===== config.mk =====
export PLATFORM = sky130hd
export DESIGN_NAME = calendar_days_to_month_count_core
export DESIGN_NICKNAME = d
export VERILOG_FILES = /design/src/design/cdmc_pkg.sv /design/src/design/cdmc_div.sv /design/src/design/calendar_days_to_month_count_core.sv
export SDC_FILE = /design/constraint.sdc
export NUM_CORES = 2
export LEC_CHECK = 0
export ABC_AREA = 0
export BUFFER_PORTS_ARGS = -buffer_cell sky130_fd_sc_hd__clkbuf_2
export CELL_PAD_IN_SITES_DETAIL_PLACEMENT = 1
export CELL_PAD_IN_SITES_GLOBAL_PLACEMENT = 2
export CORE_MARGIN = 2
export CORE_UTILIZATION = 34
export DETAILED_ROUTE_END_ITERATION = 8
export HOLD_SLACK_MARGIN = 0.06
export PLACE_DENSITY_LB_ADDON = 0.05
export SLEW_MARGIN = 40
export SYNTH_ARGS = -nofsm -noshare
export SYNTH_HDL_FRONTEND = slang
export SYNTH_SLANG_ARGS = --single-unit

===== constraint.sdc =====
create_clock -name clk_i -period 33.6 [get_ports clk_i]
set_clock_uncertainty 0.05 [all_clocks]
set_input_delay 6.72 -clock clk_i [delete_from_list [all_inputs] [get_ports clk_i]]
set_output_delay 6.72 -clock clk_i [all_outputs]
set_load 0.05 [all_outputs]

===== src/design/cdmc_pkg.sv =====
// Shared types, calendar constants and month tables for the day-to-month-count core.
package cdmc_pkg;

  typedef enum logic [1:0] {
    CAL_GREG = 2'd0,
    CAL_365  = 2'd1,
    CAL_360  = 2'd2
  } cal_e;

  typedef struct packed {
    logic valid;
    cal_e kind;
  } side_t;

  localparam int unsigned DOE_W   = 18;
  localparam int unsigned MONTH_W = 18;
  localparam int unsigned OUT_TW  = 24;
  localparam int unsigned YOE_W   = 9;
  localparam int unsigned DOY_W   = 9;
  localparam int unsigned REM_W   = 9;
  localparam int unsigned MON_W   = 4;

  localparam int unsigned ERA_DAYS     = 146097;
  localparam int unsigned JAN_FEB_DAYS = 60;
  localparam int unsigned Z_OFFS       = ERA_DAYS - JAN_FEB_DAYS;
  localparam int unsigned DAYS_NOLEAP  = 365;
  localparam int unsigned DAYS_FIXED   = 360;
  localparam int unsigned DAYS_MONTH30 = 30;
  localparam int unsigned DAYS_4Y      = 1460;
  localparam int unsigned DAYS_100Y    = 36524;
  localparam int unsigned YEARS_ERA    = 400;
  localparam int unsigned YEARS_100    = 100;
  localparam int unsigned MONTHS       = 12;
  localparam int unsigned MP_JAN       = 10;  // March-based index of January
  localparam int unsigned MAR_MON      = 2;

  // Round-up reciprocals, exact for the operand ranges used
  localparam int unsigned S_4Y   = 29;
  localparam int unsigned M_4Y_W = 19;
  localparam logic [M_4Y_W-1:0] M_4Y =
    M_4Y_W'(((64'd1 << S_4Y) + DAYS_4Y - 1) / DAYS_4Y);

  localparam int unsigned S_365   = 27;
  localparam int unsigned M_365_W = 19;
  localparam logic [M_365_W-1:0] M_365 =
    M_365_W'(((64'd1 << S_365) + DAYS_NOLEAP - 1) / DAYS_NOLEAP);

  localparam int unsigned MP_NUM_W = 11;
  localparam int unsigned S_153    = 19;
  localparam int unsigned M_153_W  = 12;
  localparam logic [M_153_W-1:0] M_153 =
    M_153_W'(((64'd1 << S_153) + 153 - 1) / 153);

  localparam logic [REM_W-1:0] NOLEAP_START [13] = '{
    9'd0, 9'd31, 9'd59, 9'd90, 9'd120, 9'd151, 9'd181,
    9'd212, 9'd243, 9'd273, 9'd304, 9'd334, 9'd365
  };

  function automatic cal_e decode_mode(logic [1:0] code);
    case (code)
      CAL_365: return CAL_365;
      CAL_360: return CAL_360;
      default: return CAL_GREG;
    endcase
  endfunction

  function automatic logic [MON_W-1:0] mon_noleap(logic [REM_W-1:0] rem);
    logic [MON_W-1:0] m;
    m = '0;
    for (int i = 1; i < MONTHS; i++) begin
      if (rem >= NOLEAP_START[i]) m = m + MON_W'(1);
    end
    return m;
  endfunction

  function automatic logic [MON_W-1:0] mon_fixed(logic [REM_W-1:0] rem);
    logic [MON_W-1:0] m;
    m = '0;
    for (int i = 1; i < MONTHS; i++) begin
      if (rem >= REM_W'(DAYS_MONTH30 * i)) m = m + MON_W'(1);
    end
    return m;
  endfunction

endpackage


===== src/design/cdmc_div.sv =====
// Two-stage divider by a calendar constant (era, 365 or 360 days) via reciprocal.
module cdmc_div #(
  parameter int unsigned XW = 23
) (
  input  logic                         clk_i,
  input  logic                         rst_ni,
  input  logic                         en_i,
  input  cdmc_pkg::side_t              side_i,
  input  logic [XW-1:0]                x_i,
  output cdmc_pkg::side_t              side_o,
  output logic [XW-9:0]                q_o,
  output logic [cdmc_pkg::DOE_W-1:0]   r_o
);

  localparam int unsigned QW = XW - 8;
  localparam int unsigned MW = XW - 8;
  localparam int unsigned CW = cdmc_pkg::DOE_W;

  // floor reciprocals: estimate is exact or one low
  localparam logic [MW-1:0] M_ERA = MW'((64'd1 << XW) / cdmc_pkg::ERA_DAYS);
  localparam logic [MW-1:0] M_NL  = MW'((64'd1 << XW) / cdmc_pkg::DAYS_NOLEAP);
  localparam logic [MW-1:0] M_FX  = MW'((64'd1 << XW) / cdmc_pkg::DAYS_FIXED);

  cdmc_pkg::side_t   side2_q;
  logic [QW-1:0]     qe_q, qe_d;
  logic [XW-1:0]     x2_q;
  logic [MW-1:0]     m_sel;
  logic [XW+MW-1:0]  prod;

  logic [CW-1:0]     c_sel;
  logic [XW-1:0]     qc, rem;
  logic              bump;
  logic [QW-1:0]     q_d;
  logic [CW-1:0]     r_d;

  always_comb begin
    case (side_i.kind)
      cdmc_pkg::CAL_365: m_sel = M_NL;
      cdmc_pkg::CAL_360: m_sel = M_FX;
      default:           m_sel = M_ERA;
    endcase
    prod = (XW+MW)'(x_i) * (XW+MW)'(m_sel);
    qe_d = prod[XW+QW-1:XW];
  end

  always_ff @(posedge clk_i or negedge rst_ni) begin
    if (!rst_ni) begin
      side2_q <= '0;
    end else if (en_i) begin
      side2_q <= side_i;
    end
  end

  always_ff @(posedge clk_i) begin
    if (en_i) begin
      qe_q <= qe_d;
      x2_q <= x_i;
    end
  end

  always_comb begin
    case (side2_q.kind)
      cdmc_pkg::CAL_365: c_sel = CW'(cdmc_pkg::DAYS_NOLEAP);
      cdmc_pkg::CAL_360: c_sel = CW'(cdmc_pkg::DAYS_FIXED);
      default:           c_sel = CW'(cdmc_pkg::ERA_DAYS);
    endcase
    qc   = XW'(XW'(qe_q) * XW'(c_sel));
    rem  = x2_q - qc;
    bump = (rem >= XW'(c_sel));
    q_d  = bump ? qe_q + QW'(1) : qe_q;
    r_d  = bump ? CW'(rem - XW'(c_sel)) : CW'(rem);
  end

  always_ff @(posedge clk_i or negedge rst_ni) begin
    if (!rst_ni) begin
      side_o <= '0;
    end else if (en_i) begin
      side_o <= side2_q;
    end
  end

  always_ff @(posedge clk_i) begin
    if (en_i) begin
      q_o <= q_d;
      r_o <= r_d;
    end
  end

endmodule


===== src/design/calendar_days_to_month_count_core.sv =====
// Pipelined day count to month count converter, top level.
//
// Usage: day counts enter on the s_axis stream, one word per item; month counts
// (12 * year + zero-based month) leave on the m_axis stream in the same order.
// The calendar is picked by cfg_wdata_i when cfg_we_i is high: 0 Gregorian,
// 1 fixed 365-day, 2 fixed 360-day, 3 behaves as Gregorian. Write it only
// while the pipeline is empty.
// Pipeline: eight register stages (entry, two divider stages, four
// Gregorian year/day stages, output register).
// Throughput: one word per cycle while the output is not stalled; the chain
// of reciprocal multipliers sets the depth.
// Stall: all stages advance together; s_axis_tready drops only while a
// result waits in the output register and m_axis_tready is low. Nothing is
// lost or repeated.
// Reset: pipeline emptied, calendar returns to Gregorian.
module calendar_days_to_month_count_core #(
  parameter int unsigned DAY_BITS = 22
) (
  input  logic                              clk_i,
  input  logic                              rst_ni,
  input  logic                              cfg_we_i,
  input  logic [1:0]                        cfg_wdata_i,    // calendar_mode
  input  logic                              s_axis_tvalid,
  output logic                              s_axis_tready,
  input  logic [((DAY_BITS+7)/8)*8-1:0]     s_axis_tdata,   // day_count
  output logic                              m_axis_tvalid,
  input  logic                              m_axis_tready,
  output logic [cdmc_pkg::OUT_TW-1:0]       m_axis_tdata    // month_count
);

  localparam longint unsigned DAY_SPAN = 64'd1 << DAY_BITS;
  localparam int unsigned ZW    = $clog2(DAY_SPAN + cdmc_pkg::Z_OFFS);
  localparam int unsigned QW    = ZW - 8;
  localparam int unsigned DW    = cdmc_pkg::DOE_W;
  localparam int unsigned MW18  = cdmc_pkg::MONTH_W;
  localparam int unsigned A_W   = 7;
  localparam int unsigned P4_W  = DW + cdmc_pkg::M_4Y_W;
  localparam int unsigned P365_W = DW + cdmc_pkg::M_365_W;
  localparam int unsigned P153_W = cdmc_pkg::MP_NUM_W + cdmc_pkg::M_153_W;

  cdmc_pkg::cal_e  mode_q;
  logic            en;

  // stage 1
  cdmc_pkg::side_t s1_q, s1_d;
  logic [ZW-1:0]   x1_q, x1_d;
  logic [DAY_BITS-1:0] day;

  // stage 3 (divider outputs)
  cdmc_pkg::side_t s3;
  logic [QW-1:0]   q3;
  logic [DW-1:0]   r3;

  // stage 4
  cdmc_pkg::side_t      s4_q;
  logic [DW-1:0]        t4_q, t4_d, doe4_q;
  logic [QW-1:0]        yb4_q, yb4_d;
  logic [cdmc_pkg::MON_W-1:0] mng4_q, mng4_d;
  logic [P4_W-1:0]      a_prod;
  logic [A_W-1:0]       a4;
  logic [1:0]           c4;

  // stage 5
  cdmc_pkg::side_t      s5_q;
  logic [DW-1:0]        doe5_q;
  logic [cdmc_pkg::YOE_W-1:0] yoe5_q, yoe5_d;
  logic [QW-1:0]        yb5_q;
  logic [cdmc_pkg::MON_W-1:0] mng5_q;
  logic [P365_W-1:0]    y_prod;

  // stage 6
  cdmc_pkg::side_t      s6_q;
  logic [cdmc_pkg::DOY_W-1:0] doy6_q, doy6_d;
  logic [cdmc_pkg::YOE_W-1:0] yoe6_q;
  logic [QW-1:0]        yb6_q;
  logic [cdmc_pkg::MON_W-1:0] mng6_q;
  logic [1:0]           c100;

  // stage 7
  cdmc_pkg::side_t      s7_q;
  logic [cdmc_pkg::MON_W-1:0] mon7_q, mon7_d;
  logic                 yinc7_q, yinc7_d;
  logic [cdmc_pkg::YOE_W-1:0] yoe7_q;
  logic [QW-1:0]        yb7_q;
  logic [cdmc_pkg::MP_NUM_W-1:0] mp_num;
  logic [P153_W-1:0]    mp_prod;
  logic [cdmc_pkg::MON_W-1:0] mp;

  // stage 8 (output)
  logic                 v8_q;
  logic [MW18-1:0]      out_q, out_d, yr8;

  assign en            = !v8_q || m_axis_tready;
  assign s_axis_tready = en;

  always_ff @(posedge clk_i or negedge rst_ni) begin
    if (!rst_ni) begin
      mode_q <= cdmc_pkg::CAL_GREG;
    end else if (cfg_we_i) begin
      mode_q <= cdmc_pkg::decode_mode(cfg_wdata_i);
    end
  end

  // stage 1: shift Gregorian days to March-based, one era ahead
  always_comb begin
    day        = s_axis_tdata[DAY_BITS-1:0];
    s1_d.valid = s_axis_tvalid;
    s1_d.kind  = mode_q;
    x1_d       = (mode_q == cdmc_pkg::CAL_GREG) ? ZW'(day) + ZW'(cdmc_pkg::Z_OFFS)
                                                : ZW'(day);
  end

  always_ff @(posedge clk_i or negedge rst_ni) begin
    if (!rst_ni) begin
      s1_q <= '0;
    end else if (en) begin
      s1_q <= s1_d;
    end
  end

  always_ff @(posedge clk_i) begin
    if (en) x1_q <= x1_d;
  end

  // stages 2-3: era/day-of-era or year/day-of-year
  cdmc_div #(
    .XW(ZW)
  ) u_div (
    .clk_i  (clk_i),
    .rst_ni (rst_ni),
    .en_i   (en),
    .side_i (s1_q),
    .x_i    (x1_q),
    .side_o (s3),
    .q_o    (q3),
    .r_o    (r3)
  );

  // stage 4: doe - doe/1460 + doe/36524 - doe/146096
  always_comb begin
    a_prod = P4_W'(r3) * P4_W'(cdmc_pkg::M_4Y);
    a4     = a_prod[cdmc_pkg::S_4Y+A_W-1:cdmc_pkg::S_4Y];
    c4     = '0;
    for (int k = 1; k < 4; k++) begin
      if (r3 >= DW'(cdmc_pkg::DAYS_100Y * k)) c4 = c4 + 2'd1;
    end
    t4_d  = r3 - DW'(a4) + DW'(c4);
    yb4_d = (s3.kind == cdmc_pkg::CAL_GREG) ? QW'(q3 * QW'(cdmc_pkg::YEARS_ERA)) : q3;
    case (s3.kind)
      cdmc_pkg::CAL_365: mng4_d = cdmc_pkg::mon_noleap(r3[cdmc_pkg::REM_W-1:0]);
      cdmc_pkg::CAL_360: mng4_d = cdmc_pkg::mon_fixed(r3[cdmc_pkg::REM_W-1:0]);
      default:           mng4_d = '0;
    endcase
  end

  // stage 5: year of era
  always_comb begin
    y_prod = P365_W'(t4_q) * P365_W'(cdmc_pkg::M_365);
    yoe5_d = y_prod[cdmc_pkg::S_365+cdmc_pkg::YOE_W-1:cdmc_pkg::S_365];
  end

  // stage 6: day of March-based year
  always_comb begin
    c100 = '0;
    for (int k = 1; k < 4; k++) begin
      if (yoe5_q >= cdmc_pkg::YOE_W'(cdmc_pkg::YEARS_100 * k)) c100 = c100 + 2'd1;
    end
    doy6_d = cdmc_pkg::DOY_W'(doe5_q
                              - DW'(DW'(yoe5_q) * DW'(cdmc_pkg::DAYS_NOLEAP))
                              - DW'(yoe5_q >> 2)
                              + DW'(c100));
  end

  // stage 7: March-based month, then back to January-based
  always_comb begin
    mp_num  = cdmc_pkg::MP_NUM_W'(doy6_q) * cdmc_pkg::MP_NUM_W'(5)
              + cdmc_pkg::MP_NUM_W'(2);
    mp_prod = P153_W'(mp_num) * P153_W'(cdmc_pkg::M_153);
    mp      = mp_prod[cdmc_pkg::S_153+cdmc_pkg::MON_W-1:cdmc_pkg::S_153];
    yinc7_d = (mp >= cdmc_pkg::MON_W'(cdmc_pkg::MP_JAN));
    if (s6_q.kind != cdmc_pkg::CAL_GREG) begin
      mon7_d = mng6_q;
    end else if (yinc7_d) begin
      mon7_d = mp - cdmc_pkg::MON_W'(cdmc_pkg::MP_JAN);
    end else begin
      mon7_d = mp + cdmc_pkg::MON_W'(cdmc_pkg::MAR_MON);
    end
  end

  // stage 8: 12 * year + month, wraps at the MONTH_W-bit month field, not the output width
  always_comb begin
    if (s7_q.kind == cdmc_pkg::CAL_GREG) begin
      yr8 = MW18'(yb7_q) + MW18'(yoe7_q) + MW18'(yinc7_q) - MW18'(cdmc_pkg::YEARS_ERA);
    end else begin
      yr8 = MW18'(yb7_q);
    end
    out_d = MW18'(yr8 * MW18'(cdmc_pkg::MONTHS)) + MW18'(mon7_q);
  end

  always_ff @(posedge clk_i or negedge rst_ni) begin
    if (!rst_ni) begin
      s4_q <= '0;
      s5_q <= '0;
      s6_q <= '0;
      s7_q <= '0;
      v8_q <= 1'b0;
    end else if (en) begin
      s4_q <= s3;
      s5_q <= s4_q;
      s6_q <= s5_q;
      s7_q <= s6_q;
      v8_q <= s7_q.valid;
    end
  end

  always_ff @(posedge clk_i) begin
    if (en) begin
      t4_q    <= t4_d;
      doe4_q  <= r3;
      yb4_q   <= yb4_d;
      mng4_q  <= mng4_d;
      doe5_q  <= doe4_q;
      yoe5_q  <= yoe5_d;
      yb5_q   <= yb4_q;
      mng5_q  <= mng4_q;
      doy6_q  <= doy6_d;
      yoe6_q  <= yoe5_q;
      yb6_q   <= yb5_q;
      mng6_q  <= mng5_q;
      mon7_q  <= mon7_d;
      yinc7_q <= yinc7_d;
      yoe7_q  <= yoe6_q;
      yb7_q   <= yb6_q;
      out_q   <= out_d;
    end
  end

  assign m_axis_tvalid = v8_q;
  assign m_axis_tdata  = {(cdmc_pkg::OUT_TW - MW18)'(0), out_q};

endmodule


# Word level (Yosys, flattened, before mapping)
# Index checks and enable logic that the tools add are counted.
# W data, S select, Z words.
dict set report totals {
  register_bits 285
  output_inout_bits 26
  elab_cells 190
}
dict set report op_classes {
  n_addsub 40
  n_mul 9
  magnitude_cmp 28
  n_eq_ne 8
  mux 59
  reduce_logical 6
}
# op count
set op_table {}
lappend op_table {{$mux W4} 42}
lappend op_table {{$ge A9 B8 Y1 const B} 9}
lappend op_table {{$add A4 B1 Y4 const B} 20}
lappend op_table {{$mul A18 B16 Y33 const B} 2}
lappend op_table {{$ge A9 B9 Y1 const B} 7}
lappend op_table {{$mul A23 B15 Y38} 1}
lappend op_table {{$ge A18 B17 Y1 const B} 2}
lappend op_table {{$mux W18} 2}
lappend op_table {{$pmux W18 S2} 1}
lappend op_table {{$mux W15} 2}
lappend op_table {{$pmux W15 S2} 1}
lappend op_table {{$ge A9 B7 Y1 const B} 3}
lappend op_table {{$add A22 B18 Y23 const B} 1}
lappend op_table {{$ge A23 B18 Y1} 1}
lappend op_table {{$mul A11 B12 Y23 const B} 1}
lappend op_table {{$mul A15 B18 Y23} 1}
lappend op_table {{$sub A23 B23 Y23} 1}
lappend op_table {{$mux W22} 1}
lappend op_table {{$add A18 B2 Y18} 1}
lappend op_table {{$add A18 B4 Y18} 1}
lappend op_table {{$ge A18 B16 Y1 const B} 1}
lappend op_table {{$ge A9 B5 Y1 const B} 2}
lappend op_table {{$ge A9 B6 Y1 const B} 2}
lappend op_table {{$mul A18 B2 Y16 const B} 1}
lappend op_table {{27 further kinds} 44}

# Depth between registers and ports, before layout
dict set report logic_depth {
  word_depth 33
  depth_mapped 40
  ltp_nobuf 39
}

# Hierarchy
# From an unflattened synthesis, not the netlist that was laid out.
dict set report unflattened {
  hier_cells 4331
  area_unflattened_um2 45328.5
}
# mod n_inst cells_each area_each_um2 seq_area_each_um2
set by_module_without_submodules {}
lappend by_module_without_submodules {calendar_days_to_month_count_core 1 2532 27055.9 6155.9}
lappend by_module_without_submodules {cdmc_div 1 1799 18272.5 2282.2}

# Least setup slack after synthesis
# OpenSTA, ideal clock, no wires.
dict set report synth_path {
  path_type {input to output}
  start {input m_axis_tready}
  end {output s_axis_tready}
  t_arrival_ns 14.781
  required_time_ns 26.830
  setup_slack_ns 12.049
  stages 3
  n_path_buf 2
  cell_sequence {nand2b_1 -> clkbuf_1 -> clkbuf_1}
}
dict set report synth_via {
  elab_chain_len 1
}
# item line
set synth_rtl {}
lappend synth_rtl {{start: declaration} calendar_days_to_month_count_core.sv:27} ;# input logic m_axis_tready,
lappend synth_rtl {{$logic_or A1 B1 Y1} calendar_days_to_month_count_core.sv:93} ;# assign en = !v8_q || m_axis_tready;
lappend synth_rtl {{end: declaration} calendar_days_to_month_count_core.sv:24} ;# output logic s_axis_tready,
# Every way passes these cells.

# Worst setup path after layout
# Ends and elaborated chain as after synthesis.

==> reports/summary.txt <==
Fin crit period: 14.36 ns
Initial antenna violation count: 1
Crit share post-route: 0.427
Crit Reg-Reg Startpoint: u_div.side2_q[0]
Initial core utilization: 0.343
Clock-pin slew on the worst setup and hold paths: 0.06 ns
Crit-path max FO: 34
Drt total wl: 108,000 um
Setup bufs post-CTS: 0
Final Setup Violations: 0
CP Launch Point: m_axis_tready
Share of layout cells above drive strength 1: 0.0513
CTS tree: yes
Inserted Clock Buffers: 40
Worst-Skew Late Latency: 0.60 ns
Synth area leaders: fa_1, ha_1, edfxtp_1
Die Span Y: 366 um
Yosys top cell area share: 0.284
Fillers: 14,500
WHS: 0.353 ns
Busiest grt layer: met2
Top-count cell post-synth: inv_1
H-tree levels: 2
Post-route ant nets: 0
Yosys cell types: 93
Worst Hold Depth: 0
Final GP Congestion: 0.799
Crit path kind: primary input to output pin
Post-route DRC: 0
Core ar.: 0.130 sq mm
Post-cts sizing count: 0
Io pins: 57
Gr usage total: 0.171
First-pass GRT wire length: 178,000 um
Top FF cell, synth: edfxtp_1
TNS Setup: 0 ns
Vias per cell: 4.61
Register bit total from synthesis: 285
Row count: 132
Worst setup path endpoint: s_axis_tready
Routed len/inst: 17.9 um
Critical Path Sink Type: output pin
R2R depth: 34
GR met1 Demand/Resource: 0.224
Min-Delay Path Class: flip-flop to flip-flop
Register area share after synthesis: 0.190
Largest area contributor in the netlist: fa_1
Worst rel slew slack: 0.460
Final #Nets: 5,752
I/O Buffers: 48
Unrepaired setup endpoints after global routing: false
Dpl hpwl: 92,300 um
Flop2flop setup slack: 23.20 ns
1st-iter DRT viols: 835
Register area: 0.00844 sq mm
Final hold violation count: 0
Full die area: 0.134 sq mm
Max-cap violations: 0
Outcome: completed
Critical path data required time: 26.83 ns
Clock Tree Buf Depth: 3
Die Span X: 366 um
Area occupied by multi-input gates: 0.0322 sq mm
Fmax: 69.6 MHz
Commonest cells post-synth: inv_1, ha_1, fa_1, edfxtp_1, nand2_1
Area growth syn-to-layout: 8.57%
Synth Warn #: 0
Number of synthesized flops with an enable pin: 261
Pin count of the biggest net entering global routing: 80
Vias in the first global route: 31,700
Hold buffers post-CTS: 0
Total clock sinks: 285
Startpoint types: primary input
Final Max Slew Viols: 0
DR vias: 27,800
Met2 Resource Use GR: 0.308
Avg Cell Area, Syn: 10.6 sq um
Drt pass-1 iters: 4
Clock tree root driver cell: clkbuf_16
Synth Instances: 4,179
Worst R2R End: u_div.q_o[12]
Async SR Flop Fraction: 0.0842
Total gr overflow: 0
GR Layer Usage met3: 0.0142
Worst slew pin tran: 0.804 ns
WP data arrival: 7.59 ns
Post-synthesis cell area: 0.0444 sq mm
-- cell families (layout without fill, tap and decap cells) --
| group | Yosys count | after routing | synth area share |
|---|---|---|---|
| adders and majority gates | 1461 | 1461 | 0.518 |
| buffers and inverters | 1012 | 1112 | 0.0864 |
| and+or+nand+nor | 699 | 699 | 0.0801 |
| AOI/OAI and AO/OA | 416 | 416 | 0.0607 |
| DFF | 285 | 285 | 0.190 |
| xor gates and xnor gates | 256 | 256 | 0.0526 |
| muxes | 48 | 48 | 0.0121 |
| other | 2 | 11 | 0.000169 |
-- per-layer routing --
layer / vias up / part of all wire
met4: 0 / 0.017
li1: 13600 / -
met2: 177 / 0.50
met5: - / 0
met3: 86 / 0.017
met1: 13900 / 0.46
-- layout by cell type, fill, tap and decap left out, types with 17 or more instances in the layout --
cell type	count
inv_1	964
ha_1	829
fa_1	631
edfxtp_1	261
nand2_1	174
xnor2_1	162
nor2_1	149
a21oi_1	121
o21ai_0	92
xor2_1	84
and2_1	74
nor2b_1	68
a21o_1	55
clkbuf_2	48
nand3_1	44
clkbuf_16	40
nor3_1	33
nand2b_1	33
mux2_2	31
dfrtp_1	24
nand4_1	21
buf_4	21
and3_1	20
a31oi_1	19
o21bai_1	17
-- worst min path at each step --
stage / slack, ns / start / end
detailed placement: 0.36 / doe4_q[7] / doe5_q[7]
floorplan: 0.35 / doe4_q[0] / doe5_q[0]
global placement: 0.35 / yb4_q[10] / yb5_q[10]
global route: 0.35 / yoe6_q[2] / yoe7_q[2]
finish: 0.35 / yoe6_q[2] / yoe7_q[2]
CTS: 0.35 / yoe6_q[2] / yoe7_q[2]
-- registers in the layout, indices dropped and copies added (netlist names), 18 cells and up --
signal	flops
out_q	18
t4_q	18
u_div.r_o	18
u_div.x2_q	23
x1_q	23
-- critical path, cell delays in order --
cell and delay (ns):
clkbuf_2 0.08, nand2b_4 0.42, clkbuf_2 0.37
-- layout make-up --
type                    count  share of cell area
repair buffers             76              0.0104
clock inverters            23             0.00521
inverters                 967              0.0752
diodes                      1           0.0000519
multi-input cells        2890               0.668
clock buffers              46              0.0212
well taps                1742              0.0452
flip-flops and latches    285               0.175
-- per-stage QoR --
stage / setup WS [ns] / utilization / cells / cell area (sq um)
2_1_floorplan: 12.05 / - / 4187 / 44500
3_3_place_gp: 19.22 / 0.362 / 5956 / 46900
3_5_place_dp: 19.22 / 0.362 / 5959 / 46900
4_1_cts: 19.22 / 0.372 / 6028 / 48200
5_1_grt: 19.17 / 0.372 / 6029 / 48200
6_report: 19.24 / 0.372 / 6030 / 48200
Power is not shown: default switching activity piles up to over one toggle a cycle in this logic, so the estimate is an artifact.
